--- src/rtl/key_to_base58check_encoder_assert.svh ---
// Assertion macros shared by the encoder modules.
`ifndef KEY_TO_BASE58CHECK_ENCODER_ASSERT_SVH
`define KEY_TO_BASE58CHECK_ENCODER_ASSERT_SVH
`ifndef NO_ASSERTIONS
`define K2B_ASSERT_IMP(label, clk, rst_n, pre, post) \
  label: assert property (@(posedge clk) disable iff (!rst_n) (pre) |-> (post)) \
    else $error("assertion failed");
`define K2B_ASSERT_NXT(label, clk, rst_n, pre, post) \
  label: assert property (@(posedge clk) disable iff (!rst_n) (pre) |=> (post)) \
    else $error("assertion failed");
`else
`define K2B_ASSERT_IMP(label, clk, rst_n, pre, post)
`define K2B_ASSERT_NXT(label, clk, rst_n, pre, post)
`endif
`endif

--- src/rtl/k2b_pkg.sv ---
// Types, constants and functions shared by the encoder modules.
package k2b_pkg;

  localparam int unsigned NumChars = 51;
  localparam int unsigned NumBytes = 37;
  localparam int unsigned NumRounds = 64;
  localparam int unsigned Base = 58;

  localparam logic [7:0] WifPrefix = 8'h80;

  typedef logic [5:0] rnd_t;
  typedef logic [5:0] chr_t;
  typedef logic [5:0] byt_t;

  // Commands from the controller to the datapath
  typedef struct packed {
    logic load;      // capture key, init first hash
    logic round;     // run one compression round
    logic fin1;      // add H, set up second block
    logic fin2;      // add H, form the 296-bit value
    logic div_init;  // clear the remainder before a pass
    logic div_step;  // divide one byte
    logic dig_push;  // shift the pass remainder into the digit store
    logic emit;      // present one symbol
  } k2b_cmd_t;

  typedef struct packed {
    logic dummy;
  } k2b_sts_t;

  localparam logic [31:0] InitH [8] = '{
    32'h6a09e667, 32'hbb67ae85, 32'h3c6ef372, 32'ha54ff53a,
    32'h510e527f, 32'h9b05688c, 32'h1f83d9ab, 32'h5be0cd19
  };

  function automatic logic [31:0] round_k(input rnd_t i);
    logic [31:0] k [64];
    k = '{
      32'h428a2f98,32'h71374491,32'hb5c0fbcf,32'he9b5dba5,32'h3956c25b,32'h59f111f1,
      32'h923f82a4,32'hab1c5ed5,32'hd807aa98,32'h12835b01,32'h243185be,32'h550c7dc3,
      32'h72be5d74,32'h80deb1fe,32'h9bdc06a7,32'hc19bf174,32'he49b69c1,32'hefbe4786,
      32'h0fc19dc6,32'h240ca1cc,32'h2de92c6f,32'h4a7484aa,32'h5cb0a9dc,32'h76f988da,
      32'h983e5152,32'ha831c66d,32'hb00327c8,32'hbf597fc7,32'hc6e00bf3,32'hd5a79147,
      32'h06ca6351,32'h14292967,32'h27b70a85,32'h2e1b2138,32'h4d2c6dfc,32'h53380d13,
      32'h650a7354,32'h766a0abb,32'h81c2c92e,32'h92722c85,32'ha2bfe8a1,32'ha81a664b,
      32'hc24b8b70,32'hc76c51a3,32'hd192e819,32'hd6990624,32'hf40e3585,32'h106aa070,
      32'h19a4c116,32'h1e376c08,32'h2748774c,32'h34b0bcb5,32'h391c0cb3,32'h4ed8aa4a,
      32'h5b9cca4f,32'h682e6ff3,32'h748f82ee,32'h78a5636f,32'h84c87814,32'h8cc70208,
      32'h90befffa,32'ha4506ceb,32'hbef9a3f7,32'hc67178f2};
    return k[i];
  endfunction

  function automatic logic [6:0] b58_char(input logic [5:0] d);
    logic [6:0] c;
    if (d < 6'd9) c = 7'd49 + {1'b0, d};
    else if (d < 6'd17) c = 7'd56 + {1'b0, d};
    else if (d < 6'd22) c = 7'd57 + {1'b0, d};
    else if (d < 6'd33) c = 7'd58 + {1'b0, d};
    else if (d < 6'd44) c = 7'd64 + {1'b0, d};
    else c = 7'd65 + {1'b0, d};
    return c;
  endfunction

endpackage

--- src/rtl/k2b_ctrl.sv ---
// Sequencer for the two hashes, the division passes and the output.
module k2b_ctrl import k2b_pkg::*; (
  input  logic     clk,
  input  logic     rst_n,
  input  logic     start,
  output logic     busy,
  output k2b_cmd_t cmd,
  output logic     last
);

  typedef enum logic [6:0] {
    S_IDLE = 7'b0000001,
    S_H1   = 7'b0000010,
    S_H2   = 7'b0000100,
    S_DIV  = 7'b0001000,
    S_EMIT = 7'b0010000,
    S_FIN  = 7'b0100000,
    S_FIN2 = 7'b1000000
  } state_t;

  state_t state_r, state_nxt;
  rnd_t   rnd_r, rnd_nxt;
  byt_t   byt_r, byt_nxt;
  chr_t   chr_r, chr_nxt;

  // Next state and counters
  always_comb begin
    state_nxt = state_r;
    rnd_nxt = rnd_r;
    byt_nxt = byt_r;
    chr_nxt = chr_r;
    cmd = '0;
    case (state_r)
      S_IDLE: begin
        if (start) begin
          cmd.load = 1'b1;
          rnd_nxt = '0;
          state_nxt = S_H1;
        end
      end
      S_H1: begin
        cmd.round = 1'b1;
        rnd_nxt = rnd_r + 6'd1;
        if (rnd_r == 6'(NumRounds - 1)) begin
          state_nxt = S_FIN;
        end
      end
      S_FIN: begin
        cmd.fin1 = 1'b1;
        state_nxt = S_H2;
      end
      S_H2: begin
        cmd.round = 1'b1;
        rnd_nxt = rnd_r + 6'd1;
        if (rnd_r == 6'(NumRounds - 1)) begin
          state_nxt = S_FIN2;
        end
      end
      S_FIN2: begin
        cmd.fin2 = 1'b1;
        byt_nxt = '0;
        chr_nxt = '0;
        state_nxt = S_DIV;
      end
      S_DIV: begin
        cmd.div_step = 1'b1;
        byt_nxt = byt_r + 6'd1;
        if (byt_r == 6'(NumBytes - 1)) begin
          cmd.dig_push = 1'b1;
          byt_nxt = '0;
          chr_nxt = chr_r + 6'd1;
          if (chr_r == 6'(NumChars - 1)) begin
            state_nxt = S_EMIT;
            chr_nxt = '0;
          end else begin
            cmd.div_init = 1'b1;
          end
        end
      end
      S_EMIT: begin
        cmd.emit = 1'b1;
        chr_nxt = chr_r + 6'd1;
        if (chr_r == 6'(NumChars - 1)) begin
          state_nxt = S_IDLE;
        end
      end
      default: state_nxt = S_IDLE;
    endcase
  end

  // Hold state
  always_ff @(posedge clk) begin
    if (!rst_n) begin
      state_r <= S_IDLE;
      rnd_r <= '0;
      byt_r <= '0;
      chr_r <= '0;
    end else begin
      state_r <= state_nxt;
      rnd_r <= rnd_nxt;
      byt_r <= byt_nxt;
      chr_r <= chr_nxt;
    end
  end

  assign busy = (state_r != S_IDLE);
  assign last = (state_r == S_EMIT) && (chr_r == 6'(NumChars - 1));

endmodule

--- src/rtl/k2b_dp.sv ---
// SHA-256 round unit, divide-by-58 unit and digit store.
module k2b_dp import k2b_pkg::*; (
  input  logic        clk,
  input  k2b_cmd_t    cmd,
  input  logic [63:0] key_word_0,
  input  logic [63:0] key_word_1,
  input  logic [63:0] key_word_2,
  input  logic [63:0] key_word_3,
  output logic [6:0]  symbol
);

  logic [31:0] w_r [16];
  logic [31:0] h_r [8];
  logic [31:0] v_r [8];
  logic [31:0] w_nxt [16];
  logic [31:0] v_nxt [8];
  logic [31:0] h_nxt [8];
  rnd_t        rnd_r;
  logic [7:0]  num_r [NumBytes];
  logic [7:0]  num_nxt [NumBytes];
  logic [5:0]  rem_r, rem_nxt;
  logic [5:0]  dig_r [NumChars];
  logic [7:0]  key_b [32];
  logic [31:0] t1, t2, s0, s1, wn, sum [8];
  logic [13:0] cur;
  logic [7:0]  q;
  logic [5:0]  r;

  // Unpack key bytes, big-endian
  always_comb begin
    for (int j = 0; j < 8; j++) begin
      key_b[j]      = key_word_0[63 - 8*j -: 8];
      key_b[8 + j]  = key_word_1[63 - 8*j -: 8];
      key_b[16 + j] = key_word_2[63 - 8*j -: 8];
      key_b[24 + j] = key_word_3[63 - 8*j -: 8];
    end
  end

  // One compression round with message schedule in a 16-word window
  always_comb begin
    t1 = v_r[7] + ({v_r[4][5:0], v_r[4][31:6]} ^ {v_r[4][10:0], v_r[4][31:11]}
         ^ {v_r[4][24:0], v_r[4][31:25]}) + ((v_r[4] & v_r[5]) ^ (~v_r[4] & v_r[6]))
         + round_k(rnd_r) + w_r[0];
    t2 = ({v_r[0][1:0], v_r[0][31:2]} ^ {v_r[0][12:0], v_r[0][31:13]}
         ^ {v_r[0][21:0], v_r[0][31:22]})
         + ((v_r[0] & v_r[1]) ^ (v_r[0] & v_r[2]) ^ (v_r[1] & v_r[2]));
    s0 = {w_r[1][6:0], w_r[1][31:7]} ^ {w_r[1][17:0], w_r[1][31:18]} ^ (w_r[1] >> 3);
    s1 = {w_r[14][16:0], w_r[14][31:17]} ^ {w_r[14][18:0], w_r[14][31:19]}
         ^ (w_r[14] >> 10);
    wn = w_r[0] + s0 + w_r[9] + s1;
    for (int i = 0; i < 8; i++) sum[i] = h_r[i] + v_r[i];
  end

  // Divide one byte of the running value by 58
  always_comb begin
    cur = {rem_r, 8'h00} | 14'(num_r[0]);
    q = 8'((24'(cur) * 24'd565) >> 15);
    if (14'(cur - 14'(q) * 14'(Base)) >= 14'(Base)) q = q + 8'd1;
    r = 6'(cur - 14'(q) * 14'(Base));
  end

  // Sequence register updates
  always_comb begin
    for (int i = 0; i < 16; i++) w_nxt[i] = w_r[i];
    for (int i = 0; i < 8; i++) begin
      v_nxt[i] = v_r[i];
      h_nxt[i] = h_r[i];
    end
    for (int i = 0; i < NumBytes; i++) num_nxt[i] = num_r[i];
    rem_nxt = rem_r;
    if (cmd.load) begin
      w_nxt[0] = {WifPrefix, key_b[0], key_b[1], key_b[2]};
      for (int i = 1; i < 8; i++)
        w_nxt[i] = {key_b[4*i-1], key_b[4*i], key_b[4*i+1], key_b[4*i+2]};
      w_nxt[8] = {key_b[31], 8'h80, 16'h0000};
      for (int i = 9; i < 15; i++) w_nxt[i] = '0;
      w_nxt[15] = 32'd264;
      for (int i = 0; i < 8; i++) begin
        v_nxt[i] = InitH[i];
        h_nxt[i] = InitH[i];
      end
      // Keep prefix and key for the division value
      num_nxt[0] = WifPrefix;
      for (int i = 0; i < 32; i++) num_nxt[1 + i] = key_b[i];
    end else if (cmd.round) begin
      for (int i = 0; i < 15; i++) w_nxt[i] = w_r[i + 1];
      w_nxt[15] = wn;
      v_nxt[0] = t1 + t2;
      v_nxt[1] = v_r[0];
      v_nxt[2] = v_r[1];
      v_nxt[3] = v_r[2];
      v_nxt[4] = v_r[3] + t1;
      v_nxt[5] = v_r[4];
      v_nxt[6] = v_r[5];
      v_nxt[7] = v_r[6];
    end else if (cmd.fin1) begin
      for (int i = 0; i < 8; i++) begin
        w_nxt[i] = sum[i];
        v_nxt[i] = InitH[i];
        h_nxt[i] = InitH[i];
      end
      w_nxt[8] = 32'h80000000;
      for (int i = 9; i < 15; i++) w_nxt[i] = '0;
      w_nxt[15] = 32'd256;
    end else if (cmd.fin2) begin
      num_nxt[33] = sum[0][31:24];
      num_nxt[34] = sum[0][23:16];
      num_nxt[35] = sum[0][15:8];
      num_nxt[36] = sum[0][7:0];
      rem_nxt = '0;
    end else if (cmd.div_step) begin
      for (int i = 0; i < NumBytes - 1; i++) num_nxt[i] = num_r[i + 1];
      num_nxt[NumBytes - 1] = q;
      rem_nxt = cmd.div_init ? 6'd0 : r;
    end
  end

  // Hold datapath registers; digits shift in least significant first
  always_ff @(posedge clk) begin
    for (int i = 0; i < 16; i++) w_r[i] <= w_nxt[i];
    for (int i = 0; i < 8; i++) begin
      v_r[i] <= v_nxt[i];
      h_r[i] <= h_nxt[i];
    end
    for (int i = 0; i < NumBytes; i++) num_r[i] <= num_nxt[i];
    rem_r <= rem_nxt;
    if (cmd.load || cmd.fin1) rnd_r <= '0;
    else if (cmd.round) rnd_r <= rnd_r + 6'd1;
    if (cmd.dig_push) begin
      dig_r[0] <= r;
      for (int i = 1; i < NumChars; i++) dig_r[i] <= dig_r[i - 1];
    end else if (cmd.emit) begin
      for (int i = 0; i < NumChars - 1; i++) dig_r[i] <= dig_r[i + 1];
    end
  end

  assign symbol = b58_char(dig_r[0]);

endmodule

--- src/rtl/key_to_base58check_encoder.sv ---
// Top level: private key to 51-character Base58Check string.
// Usage:
//   Drive key_word_0..3 (big-endian key) and pulse start while busy is low;
//   the key transfers on that edge and is held inside the block.
//   The block hashes 0x80||key with SHA-256 in 64 rounds, one per cycle,
//   forms the second block, hashes it in 64 more rounds and forms the
//   296-bit value.
//   It then divides the 296-bit value by 58 one byte per cycle, 37 bytes
//   a digit, 51 digits.
//   Each of the 51 characters then appears on out_symbol for one cycle
//   with out_valid high, most significant first; out_last marks the 51st.
//   A new key is taken once busy is low again.
//   Reset (rst_n low, synchronous) returns the sequencer to idle.
//   The receiver cannot stall; every strobed symbol is a transfer.
module key_to_base58check_encoder import k2b_pkg::*; (
  input  logic        clk,
  input  logic        rst_n,
  input  logic        start,
  output logic        busy,
  input  logic [63:0] in_key_word_0,
  input  logic [63:0] in_key_word_1,
  input  logic [63:0] in_key_word_2,
  input  logic [63:0] in_key_word_3,
  output logic        out_valid,
  output logic [6:0]  out_symbol,
  output logic        out_last
);

`include "key_to_base58check_encoder_assert.svh"

  k2b_cmd_t cmd;
  logic     last_c;

  k2b_ctrl u_ctrl (
    .clk   (clk),
    .rst_n (rst_n),
    .start (start),
    .busy  (busy),
    .cmd   (cmd),
    .last  (last_c)
  );

  k2b_dp u_dp (
    .clk        (clk),
    .cmd        (cmd),
    .key_word_0 (in_key_word_0),
    .key_word_1 (in_key_word_1),
    .key_word_2 (in_key_word_2),
    .key_word_3 (in_key_word_3),
    .symbol     (out_symbol)
  );

  assign out_valid = cmd.emit;
  assign out_last  = last_c;

  `K2B_ASSERT_IMP(a_last_valid, clk, rst_n, out_last, out_valid)
  `K2B_ASSERT_IMP(a_emit_busy, clk, rst_n, out_valid, busy)
  `K2B_ASSERT_NXT(a_last_idle, clk, rst_n, out_last, !busy)

endmodule
--- config.mk ---
export PLATFORM = sky130hd
export DESIGN_NAME = key_to_base58check_encoder
export DESIGN_NICKNAME = d
export VERILOG_FILES = /design/src/rtl/k2b_pkg.sv /design/src/rtl/k2b_ctrl.sv /design/src/rtl/k2b_dp.sv /design/src/rtl/key_to_base58check_encoder.sv
export VERILOG_INCLUDE_DIRS = /design/src /design/src/rtl
export SDC_FILE = /design/constraint.sdc
export NUM_CORES = 2
export LEC_CHECK = 0
export BUFFER_PORTS_ARGS = -buffer_cell sky130_fd_sc_hd__buf_2
export CORE_MARGIN = 1.5
export CORE_UTILIZATION = 35
export DETAILED_ROUTE_END_ITERATION = 7
export PLACE_DENSITY = 0.6
export SKIP_LAST_GASP = 1
export SLEW_MARGIN = 5
export SYNTH_ARGS = -nofsm -noshare
export SYNTH_HDL_FRONTEND = slang
export SYNTH_SLANG_ARGS = --single-unit
export TNS_END_PERCENT = 5
--- constraint.sdc ---
create_clock -name clk -period 52.1 [get_ports clk]
set_input_delay 7.815 -clock clk [delete_from_list [all_inputs] [get_ports clk]]
set_output_delay 7.815 -clock clk [all_outputs]
set_load 0.03 [all_outputs]
==> metrics.csv <==
metric,value,unit
outcome,finished clean,
CP Capture Type,flip-flop,
initial core utilization,0.3527,
HP Class,flip-flop to flip-flop,
Sum Neg Setup Slack,0,ns
CTS Sinks,1407,
CTS tree,done,
worst endpoint required time,52.78,ns
endpoints failing hold,0,
layout cells sized above 1,0.09809,
mapped cell area,78550,um^2
total gr overflow,0,
# IOs,269,
initial antenna violation count,20,
Root Driver,clkbuf_16,
most instantiated cells after synthesis,"1024 x nand2_1, 856 x edfxtp_1, 551 x dfxtp_1",
H-tree level count,4,
WS Path Type,flip-flop to flip-flop,
routed len/inst,26.18,um
Final Cycle Share,0.2371,
critical path launch point type,flip-flop,
"most used cell, CP",inv_1,
Placement Rows,173,
hold_buf cts,0,
Die Height,476.7,um
syn_area_per_cell,10.30,um^2
number of synthesized flops with an enable pin,856,
Critical Path Fanout Max,9,
Least-Margin Pin Slew,1.160,ns
drt via density,5.630,
DRC violation count after routing,0,
share of flip-flops with an asynchronous set or reset,0,
Area contributors post-synth,"edfxtp_1 33%, dfxtp_1 14%, fa_1 5.8%, a22o_1 5.6%, nand2_1 4.9%",
vias in the first global route,57111,
DP HPWL,209200,um
Area growth syn-to-layout,11.64,%
post-route ant nets,0,
RD Place Congestion,0.9819,
syn_nets,8412,
"area leader, netlist",edfxtp_1,
Final Setup Violations,0,
post-CTS setup buffer count,0,
fin crit period,12.35,ns
Yosys cell types,93,
Clock Path Buffers,3,
"Slowest-stage cell, CP",dfxtp_1,
Max Cap Viol,0,
sequential element share of the synthesized area,0.4676,
area share of the largest cell type after synthesis,0.3272,
top_reg_cell synth,edfxtp_1,
yosys warns,0,
DRT Pass-1 Iters,8,
largest net degree at the start of global routing,208,
die width,476.7,um
DR vias,60469,
GRT Resource Usage Total,0.2402,
most frequent cell after synthesis,nand2_1,
CP max stage delay,0.63,ns
f_max,80.96,MHz
die area,227300,um^2
Seq cells post-synth,1407,
Max-slew headroom,0.2163,
clock buffer count from CTS,154,
Final nets,8409,
clock-pin slew on the worst setup and hold paths,0.06,ns
first-pass GRT wire length,405300,um
RSZ-0062 raised after global routing,false,
Max Transition Viols Final,0,
port bufs,268,
clock latency on the worst-skew pair,0.85,ns
iteration-0 DRC count of the detailed router,7111,
"Buf+Inv Stages, Crit Path",10,
clock skew,0.05741,ns
cell family with most CP delay,adder cells,
Resized cells post-CTS,0,
DRT Wirelength,281200,um
CP arrival,13.03,ns
Mapped Cells,7630,
core area,222700,um^2
-- through the flow --
step / utilization / worst slack, ns / cells / area [um^2] / hold WS, ns
global placement: 0.3703 / 39.83 / 10446 / 82490 / 0.4286
finish: 0.3937 / 39.75 / 10740 / 87690 / 0.4478
floorplan: - / 28.80 / 7630 / 78550 / 0.4178
detailed placement: 0.3703 / 39.79 / 10446 / 82490 / 0.4396
global route: 0.3937 / 38.85 / 10736 / 87680 / 0.4742
CTS: 0.3936 / 39.72 / 10733 / 87680 / 0.4486
-- cell families (layout without fill, tap and decap cells) --
logic type               count (synthesis)  count (layout)  share of synthesized area
XOR/XNOR                               625             625                    0.07004
other                                    0               7                          0
multiplexers                           142             142                    0.02095
flip-flops                            1407            1407                     0.4676
AND/OR/NAND/NOR                       1697            1697                    0.09148
buffers and inverters                 1053            1181                    0.05081
AO/OA/AOI/OAI                         2181            2181                     0.1937
adder cells (fa/ha/maj)                525             525                     0.1053
-- registers in the layout, indices dropped and copies added, names as in the netlist, 7 cells and up --
| signal | flops |
|---|---|
| u_dp.w_r | 512 |
| u_dp.dig_r | 306 |
| u_dp.num_r | 296 |
| u_dp.v_r | 256 |
| u_ctrl.state_r | 7 |
-- final cells by class --
class,instances,area [um^2]
multi-input combinational,5170,37910
fill,21621,135000
antenna,7,17.52
sequential,1407,36740
timing repair buffer,359,2087
clock inverter,79,833.3
inverter,535,2028
clock buffer,208,4358
tap,2975,3722
-- worst reg2reg max path, delay by kind of cell, from the launching register on --
kind / cells / cell delay (ns)
compound gates: 15 / 3.05
xor+xnor: 6 / 1.63
fa+ha+maj: 14 / 5.22
buf+inv: 10 / 0.72
flops: 1 / 0.63
simple gates: 6 / 0.96
-- worst paths after layout --
path,from,end,slack (ns),cells after the start
setup / recovery,u_dp.num_r[0][5],u_dp.dig_r[0][5],39.75,51
hold / removal,u_dp.dig_r[0][297],u_dp.dig_r[0][303],0.45,0
setup reg to reg,u_dp.num_r[0][5],u_dp.dig_r[0][5],39.75,51
hold reg to reg,u_dp.dig_r[0][297],u_dp.dig_r[0][303],0.45,0
-- placed cells by master, fill, tap and decap left out, types with 27 or more instances in the layout --
cell type,netlist,final
nand2b_1,41,41
a22o_1,498,498
o31ai_1,28,28
a211oi_1,37,37
nor2_1,304,300
a31oi_1,34,34
o211ai_1,35,35
nor2b_1,28,28
buf_2,6,268
a21o_1,100,99
edfxtp_1,856,856
clkbuf_16,0,163
fa_1,228,228
clkinv_1,8,27
dfxtp_1,551,548
and3_1,28,28
nand2_1,1024,1023
inv_1,525,521
xnor2_1,366,366
ha_1,295,295
nor3_1,83,83
buf_4,2,86
o21ai_0,544,543
xor2_1,257,257
mux2_2,109,109
o21a_1,39,39
a22oi_1,248,248
nand3_1,66,65
o22a_1,84,84
a21oi_1,304,303
o21bai_1,31,31
clkbuf_1,468,34
-- metal layers --
layer,vias up,GRT usage,share of wire
met5,-,0,0.00025
met4,12,0.1060,0.050
met3,472,0.03937,0.077
met2,2692,0.3781,0.46
met1,30032,0.3246,0.42
li1,27261,-,-
Power is not shown: default switching activity piles up to over one toggle a cycle in this logic, so the estimate is an artifact.
